===== config.mk =====
export PLATFORM = sky130hd
export DESIGN_NAME = dbs_divider
export DESIGN_NICKNAME = d
export VERILOG_FILES = /design/src/rtl/core/dbs_pkg.sv /design/src/rtl/core/dbs_divider.sv
export SDC_FILE = /design/constraint.sdc
export NUM_CORES = 1
export LEC_CHECK = 0
export CORE_ASPECT_RATIO = 2
export CORE_MARGIN = 10
export CORE_UTILIZATION = 60
export CTS_BUF_LIST = sky130_fd_sc_hd__clkbuf_8 sky130_fd_sc_hd__clkbuf_16
export CTS_CLUSTER_DIAMETER = 60
export DETAILED_ROUTE_END_ITERATION = 10
export DONT_BUFFER_PORTS = 1
export GPL_ROUTABILITY_DRIVEN = 0
export HOLD_SLACK_MARGIN = 0.12
export MAX_ROUTING_LAYER = met4
export PLACE_DENSITY_LB_ADDON = 0.1
export SYNTH_ARGS = -nofsm -noshare
export SYNTH_HDL_FRONTEND = slang
export SYNTH_SLANG_ARGS = --single-unit

===== constraint.sdc =====
create_clock -name clock -period 12.45 [get_ports clock]
set_clock_uncertainty 0.05 [all_clocks]
set_input_delay 1.245 -clock clock [delete_from_list [all_inputs] [get_ports clock]]
set_output_delay 1.245 -clock clock [all_outputs]
set_load 0.01 [all_outputs]

===== src/rtl/core/dbs_pkg.sv =====
// Shared types and constants of the elevation sampler.
// No dependencies; used by the divider, the top level and the checker.
`default_nettype none

package dbs_pkg;

   localparam int ROWS     = 256;
   localparam int COLS     = 256;
   localparam int ROW_BITS = $clog2(ROWS);
   localparam int COL_BITS = $clog2(COLS);
   localparam int ADDR_W   = $clog2(ROWS * COLS);

   localparam int FRAC_BITS = 16;
   localparam int COORD_W   = 48;
   localparam int DIVD_W    = COORD_W + 1;
   localparam int DIVS_W    = COORD_W;
   localparam int QUOT_W    = DIVD_W + FRAC_BITS;
   localparam int POS_W     = 38;

   localparam logic [1:0] OP_WRITE    = 2'd0;
   localparam logic [1:0] OP_NEAREST  = 2'd1;
   localparam logic [1:0] OP_BILINEAR = 2'd2;

   localparam logic [1:0] ST_OK     = 2'd0;
   localparam logic [1:0] ST_BOUNDS = 2'd1;
   localparam logic [1:0] ST_STORE  = 2'd2;

   localparam logic [2:0] CSR_SOUTH   = 3'd0;
   localparam logic [2:0] CSR_NORTH   = 3'd1;
   localparam logic [2:0] CSR_WEST    = 3'd2;
   localparam logic [2:0] CSR_EAST    = 3'd3;
   localparam logic [2:0] CSR_COLSTEP = 3'd4;
   localparam logic [2:0] CSR_ROWSTEP = 3'd5;
   localparam logic [2:0] CSR_MISSING = 3'd6;

   typedef struct packed {
      logic                busy;
      logic                rem_nz;
      logic [QUOT_W-1:0]   quot;
   } div_res_type;

endpackage

`default_nettype wire


===== src/rtl/core/dbs_divider.sv =====
// Bit-serial restoring divider: one quotient bit per cycle.
// Depends on dbs_pkg for widths and the result struct.
`default_nettype none

module dbs_divider (
   input  wire logic                       clock,
   input  wire logic                       reset,
   input  wire logic                       start,
   input  wire logic [dbs_pkg::DIVD_W-1:0] dividend,
   input  wire logic [dbs_pkg::DIVS_W-1:0] divisor,
   output dbs_pkg::div_res_type            result
);

   localparam int CNT_W = $clog2(dbs_pkg::QUOT_W);

   logic [dbs_pkg::QUOT_W-1:0] dvd_ff;
   logic [dbs_pkg::QUOT_W-1:0] quo_ff;
   logic [dbs_pkg::DIVS_W-1:0] rem_ff;
   logic [dbs_pkg::DIVS_W-1:0] dvs_ff;
   logic [CNT_W-1:0]           cnt_ff;
   logic                       busy_ff;
   logic [dbs_pkg::DIVS_W:0]   trial;
   logic [dbs_pkg::DIVS_W:0]   diff;
   logic                       fits;

   always_comb begin
      trial = {rem_ff, dvd_ff[dbs_pkg::QUOT_W-1]};
      fits  = trial >= {1'b0, dvs_ff};
      diff  = trial - {1'b0, dvs_ff};
   end

   always_ff @(posedge clock) begin
      if (reset) begin
         busy_ff <= 1'b0;
         cnt_ff  <= '0;
      end else if (start) begin
         busy_ff <= 1'b1;
         cnt_ff  <= '0;
         dvd_ff  <= {dividend, {dbs_pkg::FRAC_BITS{1'b0}}};
         dvs_ff  <= divisor;
         rem_ff  <= '0;
         quo_ff  <= '0;
      end else if (busy_ff) begin
         dvd_ff <= {dvd_ff[dbs_pkg::QUOT_W-2:0], 1'b0};
         rem_ff <= fits ? diff[dbs_pkg::DIVS_W-1:0] : trial[dbs_pkg::DIVS_W-1:0];
         quo_ff <= {quo_ff[dbs_pkg::QUOT_W-2:0], fits};
         cnt_ff <= cnt_ff + 1'b1;
         if (cnt_ff == CNT_W'(dbs_pkg::QUOT_W - 1)) begin
            busy_ff <= 1'b0;
         end
      end
   end

   assign result.busy   = busy_ff;
   assign result.rem_nz = |rem_ff;
   assign result.quot   = quo_ff;

endmodule

`default_nettype wire


# After elaboration in Yosys (flattened, before gate mapping)
# Cells that the tools add are included.
# W data, S select, Z words.
[op_classes]
n_reduce_logical = 5
n_mux = 8
n_eq_ne = 1
addsub = 2
bitwise_logic = 1
magnitude_cmp = 1
[ops]
columns = ["operator", "n"]
rows = [
  ["$mux W65", 3],
  ["$mux W48", 2],
  ["$ge A49 B48 Y1", 1],
  ["$reduce_or A48 Y1", 1],
  ["$sub A48 B48 Y48", 1],
  ["$add A7 B1 Y7 const B", 1],
  ["$eq A7 B7 Y1 const B", 1],
  ["$reduce_and A2 Y1", 2],
  ["$mux W1", 3],
  ["$reduce_bool A2 Y1", 1],
  ["$reduce_or A2 Y1", 1],
  ["$not A1 Y1", 1],
]
[totals]
output_inout_bits = 67
register_bits = 233
wordCells = 25
input_bits = 100

# Logic depth before layout (Yosys ltp)
# Gate-level depths: netlist of the first run.
[depth]
depth_word = 4
depth_mapped = 14

# Least setup slack after synthesis of the first run
# Ideal clock, no wire load.
[synth_timing]
kind = "input to register"
startpoint = "input port start"
endpoint = "register busy_ff"
stages = 5
arrival_ns = 9.306
setup_ns = 0.087
path_slack_ns = 3.007
t_required_ns = 12.313
n_path_buf = 2
cell_sequence = "clkbuf_1 -> clkbuf_1 -> nor2_1 -> nor2_1 -> o31a_1"
[synth_via]
elab_chain_cells = 1
[synth_rtl]
columns = ["element", "line", "text"]
rows = [
  ["from (decl)", "dbs_divider.sv:8", "input wire logic start,"],
  ["$mux W1", "dbs_divider.sv:36", "end else if (start) begin"],
  ["to (signal assigned)", "dbs_divider.sv:34", "busy_ff <= 1'b0;"],
  ["to (signal assigned)", "dbs_divider.sv:37", "busy_ff <= 1'b1;"],
  ["to (signal assigned)", "dbs_divider.sv:49", "busy_ff <= 1'b0;"],
  ["to (decl)", "dbs_divider.sv:21", "logic busy_ff;"],
]
# Every way passes these cells.
# A chain may end at the register's enable or synchronous reset.

# Final worst setup path of the first run
[layout_timing]
startpoint = "register rem_ff[11] (netlist bit)"
endpoint = "register rem_ff[43] (netlist bit) (data pin)"
[layout_via]
elab_chain_cells = 3
elab_cells_between_ends = 4
classes_between = "add/sub: 1; order compare: 1; mux: 2"
[layout_rtl]
columns = ["element", "line", "text"]
rows = [
  ["from (decl)", "dbs_divider.sv:18", "logic [dbs_pkg::DIVS_W-1:0] rem_ff;"],
  ["from (signal assigned)", "dbs_divider.sv:45", "rem_ff <= fits ? diff[dbs_pkg::DIVS_W-1:0] : trial[dbs_pkg::DIVS_W-1:0];"],
  ["$sub A48 B48 Y48 / $ge A49 B48 Y1 (equally long branches)", "dbs_divider.sv:29, dbs_divider.sv:28", ""],
  ["$mux W48 (*)", "dbs_divider.sv:45", ""],
  ["$mux W48 (*)", "dbs_divider.sv:43", "end else if (busy_ff) begin"],
]
# Every way passes the cells marked *; elsewhere a longest branch is shown, timed or not. The select of a mux whose other input is x is not followed.

==> impl.org, run 1 <==
** Outcome
- The run finished with clean final reports.

** Final layout
- Area occupied by multi-input gates :: 4706 um2
- Most common cell after layout, fill and taps aside :: sky130_fd_sc_hd__edfxtp_1
- Post-layout util :: 0.6520
- Fraction of final layout cells with drive strength greater than 1 :: 0.1040
- Area taken by flip-flops and latches :: 6466 um2
- The net count of the finished layout is 1156.
- The finished cells cover 12510 um2.
- The area growth from synthesis to layout is 7.574%.
- Final instance count without filler cells :: 1281
- Number of inserted filler cells in the final layout :: 1531
- Most frequent cells in the layout :: sky130_fd_sc_hd__edfxtp_1, sky130_fd_sc_hd__nand2_1, sky130_fd_sc_hd__a21oi_1, sky130_fd_sc_hd__inv_1, sky130_fd_sc_hd__nor2b_1

** Detailed routing
- The detailed router placed 7734 vias in this run.
- For this run, design rule violations remaining after detail routing come to 0.
- DRT iter0 DRCs :: 456
- Dividing the detail-routed via count by the number of cells gives 6.037.
- After detailed routing, the average wire length per cell comes to 21.56 um.
- Once detail routing completed, the nets flagged for antenna violations numbered 0.
- The routed design has 27620 um of wire.
- For this run, the detailed router's first-pass iteration total came to 5.

** Clocking
- Number of buffers inserted by post-CTS setup repair :: 0
- CTS Hold Buffers Added :: 0
- CTS buffer count :: 20
- CTS placed an instance of sky130_fd_sc_hd__clkbuf_16 at the clock tree root.
- The clock drives 218 sinks.
- Clock transition at the registers of the reported paths :: 70 ps
- CTS H-tree depth :: 1
- Bufs on Longest Clock Path :: 3
- Once the clock tree was built, the resizer swapped 0 gates to a different size.
- Clock latency on the worst-skew pair, taken at its later pin, is 510 ps.
- TritonCTS built the clock tree.

** Logic synthesis
- Netlist area before placement :: 11630 um2
- After synthesis the netlist holds a flip-flop and latch count of 218.
- Synth Warn # :: 0
- For this run, the register share of the synthesized area comes to 0.5560.
- Number of library cell types mapped by synthesis :: 62
- Number of enable flip-flop cells after synthesis :: 210
- For this run, the leading register cell type out of synthesis is sky130_fd_sc_hd__edfxtp_1.
- In the synthesized netlist the async set-or-reset flop fraction comes to 0.
- Synthesis produced a netlist with a net count of 1177.
- Synthesis produced a netlist whose cell count is 1026.
- The average instance in the mapped netlist occupies 11.34 um2.

** Timing
- At the pin with the least slew margin, the transition time is 1046 ps.
- Setup TNS :: 0 ps
- Hold Violations, Final :: 0
- Relative max-transition margin :: 0.3007
- Min cycle time layout :: 4253 ps
- Final worst slack :: 8197 ps
- Derived from the worst setup path, the maximum achievable clock frequency is 235.2 MHz.
- Number of pins exceeding their max-slew limit in the final report :: 0
- Setup violations, final :: 0
- RSZ-0062 raised after global routing :: false
- Dividing the final minimum period by the clock period gives 0.3416.

** GRT
- The number of antenna violations at the first check in global routing came to 2.
- Total global routing overflow :: 0
- Global routing usage summed across all routing layers :: 0.2150
- The number of global-route vias before repair was 8076.
- The first global-routing pass estimated 42750 um of wire.
- Maximum number of pins on one net before global-route repair :: 164

** Place
- In this run, placement finished with an instance count of 1242.
- Post-place setup slack :: 8227 ps
- After detailed placement, the total cell area comes to 11790 um2.
- During placement, the flow inserted port buffers numbering 0.
- Detailed placement ended at an HPWL of 20340 um.

** Power
- Power density over the cells :: 157.5 nW/um2
- Across the VDD grid, the largest voltage drop is 145.0 uV.
- Leakage power total :: 0.004629 uW

** Floorplanning
- After floorplanning, the core was sized to cover 19190 um2.
- The die covers 25690 um2.
- In this run the horizontal extent of the chip is 118.4 um.
- Number of top-level design ports :: 167
- Starting density of the core :: 0.6061
- Number of placement rows :: 72
- Chip height :: 216.9 um

** Setup path
- Critical Path Start Type :: flip-flop
- Critical path's slowest cell :: sky130_fd_sc_hd__a211o_1
- For the worst setup path, the data arrival time is 4470 ps.
- The largest single stage delay on the critical path is 730 ps.
- Series of cell instances along the critical path :: ha_1 > nand2_1 > or3_1 > a211o_1 > a31oi_2 > nor2_2 > o31ai_4 > a211o_1 > buf_4 > mux2i_1 > o2bb2ai_1
- Reg2Reg Depth :: 11
- The critical path is of the reg2reg type.
- Of all nets on the critical path, the largest fanout is 31.
- Data on the critical path is required at its endpoint by 12660 ps.
- Crit path capture type :: flip-flop
- Counting stages on the worst path, the most repeated cell is sky130_fd_sc_hd__a211o_1.

** Worst hold path
- Worst min-delay path class :: reg2reg
- Worst Hold Depth :: 2

** Run
- Max capacitance violation total :: 0
==> registers in the layout, summed over array words and instances (netlist names) <==
signal / flops
quo_ff: 65
dvd_ff: 49
dvs_ff: 48
rem_ff: 48
cnt_ff: 7
busy_ff: 1
==> power breakdown <==
part / switching [uW] / leakage (uW) / internal, uW
registers: 39.3 / 0.00209 / 875
clock network: 268 / 0.000364 / 396
logic: 239 / 0.00217 / 152
total: 547 / 0.00463 / 1420
==> Yosys cell counts, drive strengths merged (2+ instances only) <==
cell	instances	area, um2
edfxtp	210	6306
a21oi	100	500.5
nand2	100	375.4
nor2b	71	444.2
inv	68	255.2
nor2	51	196.4
ha	50	625.6
mux2	48	540.5
o21ai	42	210.2
clkbuf	40	150.1
xnor2	30	262.8
nand4	23	143.9
a211oi	17	177.7
a21o	16	120.1
nor4	16	100.1
xor2	13	113.9
o21bai	12	90.09
nand3	11	55.05
o21a	11	82.58
or3	9	56.30
buf	8	71.31
dfxtp	8	160.2
nor3	6	35.03
a21boi	5	37.54
nand2b	5	31.28
a22o	4	35.03
a31oi	4	31.28
and2	4	25.02
and3	4	25.02
o211ai	4	30.03
a2111o	3	33.78
a211o	3	26.28
mux2i	3	30.03
o31ai	3	36.28
a2111oi	2	23.77
a41oi	2	17.52
nor3b	2	15.01
o31a	2	17.52
or2	2	12.51
==> cell type report <==
type / count / share of cell area
clock buffer: 22 / 0.04310
sequential: 218 / 0.5169
antenna: 3 / 0.0006001
clock inverter: 14 / 0.01370
timing repair buffer: 5 / 0.003000
multi-input combinational: 691 / 0.3761
inverter: 69 / 0.02070
tap: 259 / 0.02590
==> routing by layer <==
| layer | track usage | share of wire | vias to the layer above |
|---|---|---|---|
| li1 | - | - | 3695 |
| met5 | - | 0 | - |
| met2 | 0.3970 | 0.55 | 240 |
| met4 | 0.1223 | 0.053 | 0 |
| met1 | 0.1959 | 0.34 | 3717 |
| met3 | 0.05134 | 0.058 | 82 |
==> per-stage QoR <==
| stage | total power, uW | hold slack, ps |
|---|---|---|
| after floorplan | 1236 | 408.4 |
| after detailed placement | 1318 | 448.1 |
| after global routing | 2057 | 492.9 |
| final | 1970 | 458.2 |
| after global placement | 1313 | 419.7 |
| after CTS | 1983 | 464.1 |
==> final timing paths <==
check | to | start | slack (ps)
worst max-delay path | rem_ff[43] | rem_ff[11] | 8200
worst min-delay path | cnt_ff[6] | cnt_ff[6] | 460
worst max register to register | rem_ff[43] | rem_ff[11] | 8200
worst min register to register | cnt_ff[6] | cnt_ff[6] | 460
==> critical path: cells and delay by family (launching register included) <==
kind                     cells  cell delay, ps
AO/OA/AOI/OAI                5            1750
AND/OR/NAND/NOR              3             630
buffers and inverters        1             480
flip-flops                   1             440
adder cells (fa/ha/maj)      1             420
multiplexers                 1             230
==> logic make-up after synthesis <==
family,after synthesis,share of synthesized area
xor+xnor,43,0.03238
simple gates,307,0.1323
compound gates,239,0.1334
fa+ha+maj,51,0.05551
buf+inv,117,0.04131
mux,51,0.04906
flops,218,0.5560
Power figures use the tool's default switching activity.
==> run 2, diff against run 1 <==
Clock period 12.45 ns to 4.19 ns, I/O delays scaled along.
==> run 2 against run 1 <==
Sequential power grew to 3.0 times the previous value. Power rose to 2.9 times the previous value. Non-clock buffer count grew 102. Register-to-register slack got worse by 7600 ps. Via count up 5.8%. Sequential share of layout area is 3.7 points lower. Utilization rose by 5.1 points. Combinational power increased to 3.3 times the previous value. Final area is 7.8% higher. Worst setup slack worse by 7600 ps. Critical path type unchanged. Largest cell class unchanged. Largest power group unchanged.
==> impl.org, run 2 (same netlist as run 1, synthesis figures left out) <==
** Outcome
- Result of the run :: finished clean

** Clocking
- The clock net in this run drives a total of 218 sinks.
- Counting the buffers created by CTS gives 21.
- CTS H-tree depth :: 1
- The later pin in the worst-skew pair is clocked with a latency of 510 ps.
- CTS Hold Buffers Added :: 100
- Clock transition at the registers of the reported paths :: 80 ps
- Bufs on Longest Clock Path :: 3
- TritonCTS built the clock tree.
- Once the clock tree was built, the resizer swapped 0 gates to a different size.
- Clock tree synthesis selected as its root buffer the cell sky130_fd_sc_hd__clkbuf_16.
- The number of setup buffers added after CTS is 0.

** Final layout
- After the last flow step, the layout net total stands at 1259.
- Summing all multi-input logic gate instances after layout gives 4706 um2.
- Number of flip-flops in the largest register :: 65
- Area taken by flip-flops and latches :: 6466 um2
- Total inserted antenna cells :: 0
- The area growth from synthesis to layout is 15.91%.
- More flip-flops sit in one register than any other, and that register is quo_ff.
- Post-layout instance area :: 13480 um2
- Number of inserted filler cells in the final layout :: 1436
- The largest registers in the layout are quo_ff: 65 flops, dvd_ff: 49 flops.
- Leaving out fill and tap cells, the most frequent cell in the layout is sky130_fd_sc_hd__edfxtp_1.
- Fraction of final layout cells with drive strength greater than 1 :: 0.09813
- Most frequent cells in the layout :: sky130_fd_sc_hd__edfxtp_1, sky130_fd_sc_hd__nand2_1, sky130_fd_sc_hd__a21oi_1, sky130_fd_sc_hd__dlygate4sd3_1

** Setup path
- Critical Path Start Type :: flip-flop
- Among all stages on the critical path, the largest delay is contributed by sky130_fd_sc_hd__edfxtp_1.
- In this run the critical register-to-register path is captured at rem_ff[43].
- Along the worst path, the maximum fanout reaches 36.
- Counting stages on the worst path, the most repeated cell is sky130_fd_sc_hd__a211o_1.
- Largest incremental delay on the critical path :: 440 ps
- Crit path capture type :: flip-flop
- By startpoint and endpoint, the worst setup path is classified as reg2reg.
- Counting cells, the worst reg-to-reg path comes to 11.
- For the worst setup path, the data arrival time is 3830 ps.
- STA puts the critical path data required time at 4390 ps.
- Worst Path Buf+Inv :: 1
- The startpoint identified for the worst register-to-register timing path is rem_ff[11].
- The signal on the critical path passes through ha_1 > nand2_1 > or3_1 > a211o_1 > a31oi_2 > nor2_2 > o31ai_4 > a211o_1 > buf_4 > mux2i_1 > o2bb2ai_1.
- Worst-case register-to-register setup slack :: 550 ps
- Grouping stages by cell kind, the critical path spends the most delay in compound AO/OA/AOI/OAI gates.

** Timing
- Relative max-transition margin :: 0.3984
- The hold violation count in the final report is 0.
- Setup violations, final :: 0
- Worst-Margin Slew :: 902.4 ps
- Crit share post-route :: 0.8676
- Adding up every negative setup slack in the final design gives 0 ps.
- Peak Freq :: 275.1 MHz
- After layout, the worst setup slack is 554.8 ps.
- Setup repair after global routing left no endpoint under its margin.
- The total count of max-transition violations in the final report came to 0.
- Worst hold slack :: 173.5 ps
- The worst path in the final design needs a cycle of 3635 ps, including I/O delays and setup.

** Detailed routing
- Detailed Route WL :: 29090 um
- In the final routed layout, each cell accounts on average for 21.08 um.
- DRT iter0 DRCs :: 565
- In the routed layout, each cell is associated on average with a via count of 5.928.
- After detailed routing, the number of remaining DRC violations is 0.
- The routed layout has 8180 vias.
- The count of nets left with antenna violations once routing finished came out at 0.
- The first TritonRoute pass finished after 5 iterations.

** Worst hold path
- Hold worst-path end :: dvs_ff[40]
- In this run the worst hold path is classified as in2reg.
- Hold path startpoint :: reset
- Worst Hold Depth :: 1

** Floorplanning
- Number of placement rows :: 72
- The die is 216.9 um tall.
- The core region is 19190 um2.
- Pin placement for this block handled 167 I/O pins.
- The die covers 25690 um2.
- Horiz. Die Dim :: 118.4 um
- The initial utilization of the core area, before any placement, comes to 0.6061.

** GRT
- Maximum number of pins on one net before global-route repair :: 156
- Number of global-route vias before repair :: 8745
- Number of antenna violations at the first check in global routing :: 0
- Total global routing overflow :: 0
- First-pass GRT wire length :: 45970 um
- Global routing usage summed across all routing layers :: 0.2294

** Power
- In this run the static leakage power is 0.005028 uW.
- Highest ir drop seen on vdd :: 393.4 uV
- Power density over the cells :: 430.5 nW/um2

** Run
- Max capacitance violation total :: 0

** Place
- Summing all placed instances gives a cell area of 11820 um2.
- Post-place setup slack :: 598.5 ps
- During placement, the flow inserted port buffers numbering 0.
- The wire-length estimate of the detail-placed layout is 20170 um.
## run 2: worst register-to-register path: stages, from the launching register on
cell and delay, ps:
sky130_fd_sc_hd__edfxtp_1 440, sky130_fd_sc_hd__ha_1 420, sky130_fd_sc_hd__nand2_1 130, sky130_fd_sc_hd__or3_1 400
sky130_fd_sc_hd__a211o_1 310, sky130_fd_sc_hd__a31oi_2 220, sky130_fd_sc_hd__nor2_2 110, sky130_fd_sc_hd__o31ai_4 350
sky130_fd_sc_hd__a211o_1 220, sky130_fd_sc_hd__buf_4 400, sky130_fd_sc_hd__mux2i_1 240, sky130_fd_sc_hd__o2bb2ai_1 80
## run 2: layout make-up
type | instances | area share
sequential | 218 | 0.4797
multi-input combinational | 691 | 0.3491
timing repair buffer | 107 | 0.08038
clock buffer | 21 | 0.03898
tap | 259 | 0.02404
inverter | 69 | 0.01921
clock inverter | 15 | 0.008632
## run 2: how the worst max path moves through the flow
stage | startpoint | end | slack, ps | cells past startpoint
finish | rem_ff[11] | rem_ff[43] | 550 | 11
global route | rem_ff[11] | rem_ff[43] | 330 | 11
CTS | rem_ff[11] | rem_ff[43] | 570 | 11
detailed placement | rem_ff[11] | rem_ff[43] | 600 | 11
global placement | rem_ff[11] | rem_ff[43] | 670 | 11
floorplan | start | dvd_ff[16] | 190 | 4
## run 2: stage by stage
stage / std cells / utilization / power (uW)
final: 1380 / 0.7025 / 5803
after global routing: 1380 / 0.7025 / 6060
after CTS: 1380 / 0.7025 / 5828
after detailed placement: 1244 / 0.6160 / 3919
after global placement: 1244 / 0.6160 / 3906
after floorplan: 1026 / - / 3657
## run 2: metal layers
layer	track usage	wire [um]
met1	0.2229	9991
met2	0.4275	16330
met3	0.04382	1484
met4	0.1056	1281
met5	-	0
## run 2: where the power goes
part           switching [uW]  internal [uW]  total [uW]
Clock                     819            988        1810
Combinational             757            520        1280
Sequential                119           2600        2720
Total                    1700           4110        5800
==> run 3, diff against run 2 <==
Settings changed: BUFFER_PORTS_ARGS set to -buffer_cell sky130_fd_sc_hd__buf_2, CORE_UTILIZATION 60 to 58, DONT_BUFFER_PORTS 1 to not set, TNS_END_PERCENT set to 20.
==> run 3 against run 2 <==
Hold slack worse by 11 ps. Via count increased by 5.3%. Final cell count increased by 8.8%. Utilization shrank 0.16 points. Die area grew 3.0%. Final area increased by 3.1%. Critical path depth unchanged. Combinational power increased by 7%. Critical endpoint is now rem_ff[35].
==> impl.org, run 3 (same netlist as run 1, synthesis figures left out) <==
** Setup path
- CP most frequent cell :: sky130_fd_sc_hd__a211o_1
- The largest single stage delay on the critical path is 450 ps.
- Crit path capture type :: flip-flop
- Series of cell instances along the critical path :: ha_1 > nand2_1 > or3_1 > a211o_1 > a31oi_2 > nor2_2 > o31ai_4 > a211o_1 > buf_4 > nor2_1 > a22o_1
- Data on the critical path is required at its endpoint by 4400 ps.
- STA classifies the critical path startpoint as a flip-flop.
- The worst setup path is of the reg2reg kind.
- CP Max Fanout :: 19
- Data on the critical path arrives at its endpoint at 3920 ps.
- The slowest stage of the critical path is the sky130_fd_sc_hd__edfxtp_1 cell.

** Floorplanning
- The initial utilization of the core area, before any placement, comes to 0.5868.
- The initialized floorplan defines 73 standard-cell rows.
- Horiz. Die Dim :: 120.1 um
- Core area :: 19820 um2
- The floorplan step defined a die boundary enclosing 26460 um2.
- Chip height :: 220.3 um
- Number of top-level design ports :: 167

** Clocking
- Clock latency on the worst-skew pair, taken at its later pin, is 510 ps.
- In this run the post-CTS setup repair buffer count came out at 0.
- In this run, post-CTS hold repair placed 48 buffers.
- Bufs on Longest Clock Path :: 3
- Clock tree synthesis found a total of 218 sinks.
- CTS H-tree depth :: 1
- CTS buffer count :: 20
- Post-CTS repair changed the size of 0 cells.
- After clock tree synthesis, the clock-pin slew on the worst setup and hold paths is 70 ps.
- Clk Tree Root Cell :: sky130_fd_sc_hd__clkbuf_16
- TritonCTS built the clock tree.

** GRT
- The number of antenna violations at the first check in global routing is 0.
- The first global-routing pass estimated 45840 um of wire.
- The number of global-route vias before repair was 9102.
- Total global routing overflow :: 0
- Maximum number of pins on one net before global-route repair :: 123
- Global routing usage summed across all routing layers :: 0.2240

** Timing
- Setup TNS :: 0 ps
- Setup violations, final :: 0
- The worst pin sits at a relative slew slack of 0.3758.
- After layout, the minimum clock period comes to 3715 ps.
- Based on the critical path, the design can be clocked at up to 269.2 MHz.
- Final worst slack :: 475.3 ps
- Crit share post-route :: 0.8866
- At the pin with the least slew margin, the transition time is 927.7 ps.
- RSZ-0062 raised after global routing :: false
- The hold violation count in the final report was 0.
- The total count of max-transition violations in the final report came to 0.

** Final layout
- Final-stage net count :: 1377
- Area taken by flip-flops and latches :: 6466 um2
- Most frequent cells in the layout :: sky130_fd_sc_hd__edfxtp_1, sky130_fd_sc_hd__buf_2, sky130_fd_sc_hd__nand2_1, sky130_fd_sc_hd__a21oi_1, sky130_fd_sc_hd__nor2b_1
- With fillers left out, the area of the finished cells amounts to 13890 um2.
- Most common cell after layout, fill and taps aside :: sky130_fd_sc_hd__edfxtp_1
- Area added between synthesis and finish :: 19.46%
- 0 antenna diodes ended up in the layout.
- quo_ff holds more flip-flops than any other register.
- Fraction of final layout cells with drive strength greater than 1 :: 0.2266
- After filler insertion, the fill cell instance count of the layout stands at 1516.
- Number of flip-flops in the largest register :: 65
- Area occupied by multi-input gates :: 4706 um2
- Biggest regs :: quo_ff: 65 flops, dvd_ff: 49 flops

** Detailed routing
- Final routed wire length divided by cell count :: 19.61 um
- Vias post-DR :: 8614
- The first detailed-routing pass took 5 iterations.
- After detailed routing, the number of remaining DRC violations is 0.
- Wires add up to 29450 um.
- In the routed layout, each cell is associated on average with a via count of 5.735.
- For this block, the initial DRC count from the detailed router was 670.
- Post-route ant nets :: 0

** Run
- Across the run, the number of max-cap violations was 0.

** Place
- Detailed placement finished with a half-perimeter wire length of 21580 um.
- At the placement stage, the worst setup path has a slack of 526.4 ps.
- In this run the tool buffered the top-level ports with 166 buffer cells.
- Summing all placed instances gives a cell area of 12730 um2.

** Power
- Switch share :: 0.2860
- Share of total power in combinational logic :: 0.230
- Cell-internal power :: 4243 uW
- Dividing total power by cell area gives a power density of 427.7 nW/um2.
- The share of total power dissipated in the clock network is 0.318.
- Pwr Total :: 5943 uW
- Sequential fraction of design power :: 0.452
- Summed over all cells, the static leakage comes to 0.005528 uW.
- In this run the power spent charging and discharging nets is 1700 uW.
- Highest ir drop seen on vdd :: 524.5 uV

** Worst hold path
- The worst hold path belongs to the class in2reg.

** Outcome
- Result of the run :: finished clean
run 3: worst max-delay path: cells and delay by family, from the launching register on:
family | cells | cell delay [ps]
AOI/OAI and AO/OA | 5 | 1500
adders and majority gates | 1 | 420
buffers and inverters | 1 | 270
DFF | 1 | 450
and+or+nand+nor | 4 | 770
run 3: layout make-up:
type / instances / share of cell area
well taps: 262 / 0.02360
multi-input cells: 691 / 0.3387
clock buffers: 24 / 0.04080
inverters: 69 / 0.01864
flip-flops and latches: 218 / 0.4654
repair buffers: 226 / 0.1046
clock inverters: 12 / 0.008195
run 3: worst paths after layout:
path / start / end / slack (ps) / depth (start not counted)
worst min-delay path: dividend[0] / dvd_ff[16] / 160 / 2
worst min register to register: cnt_ff[5] / cnt_ff[5] / 450 / 2
worst max-delay path: rem_ff[11] / rem_ff[35] / 480 / 11
worst max register to register: rem_ff[11] / rem_ff[35] / 480 / 11
run 3: stage by stage:
step	hold WS [ps]	std cells	utilization
after global routing	159.5	1502	0.7010
final	162.6	1502	0.7010
after global placement	422.9	1418	0.6424
after floorplan	408.4	1026	-
after CTS	145.8	1502	0.7010
after detailed placement	447.2	1418	0.6424
run 3: metal layers:
| metal | global-route usage | up-vias | part of all wire |
|---|---|---|---|
| li1 | - | 4135 | - |
| met1 | 0.2209 | 4072 | 0.35 |
| met2 | 0.4077 | 302 | 0.55 |
| met3 | 0.03624 | 105 | 0.045 |
| met4 | 0.1257 | 0 | 0.055 |
| met5 | - | - | 0 |
run 3: power groups by stage:
stage | Combinational [uW] | Clock [uW] | Sequential, uW
final | 1370 | 1890 | 2690
after global routing | 1490 | 2010 | 2700
after CTS | 1360 | 1930 | 2690
after detailed placement | 1310 | 0 | 2730
after global placement | 1300 | 0 | 2730
after floorplan | 931 | 0 | 2730
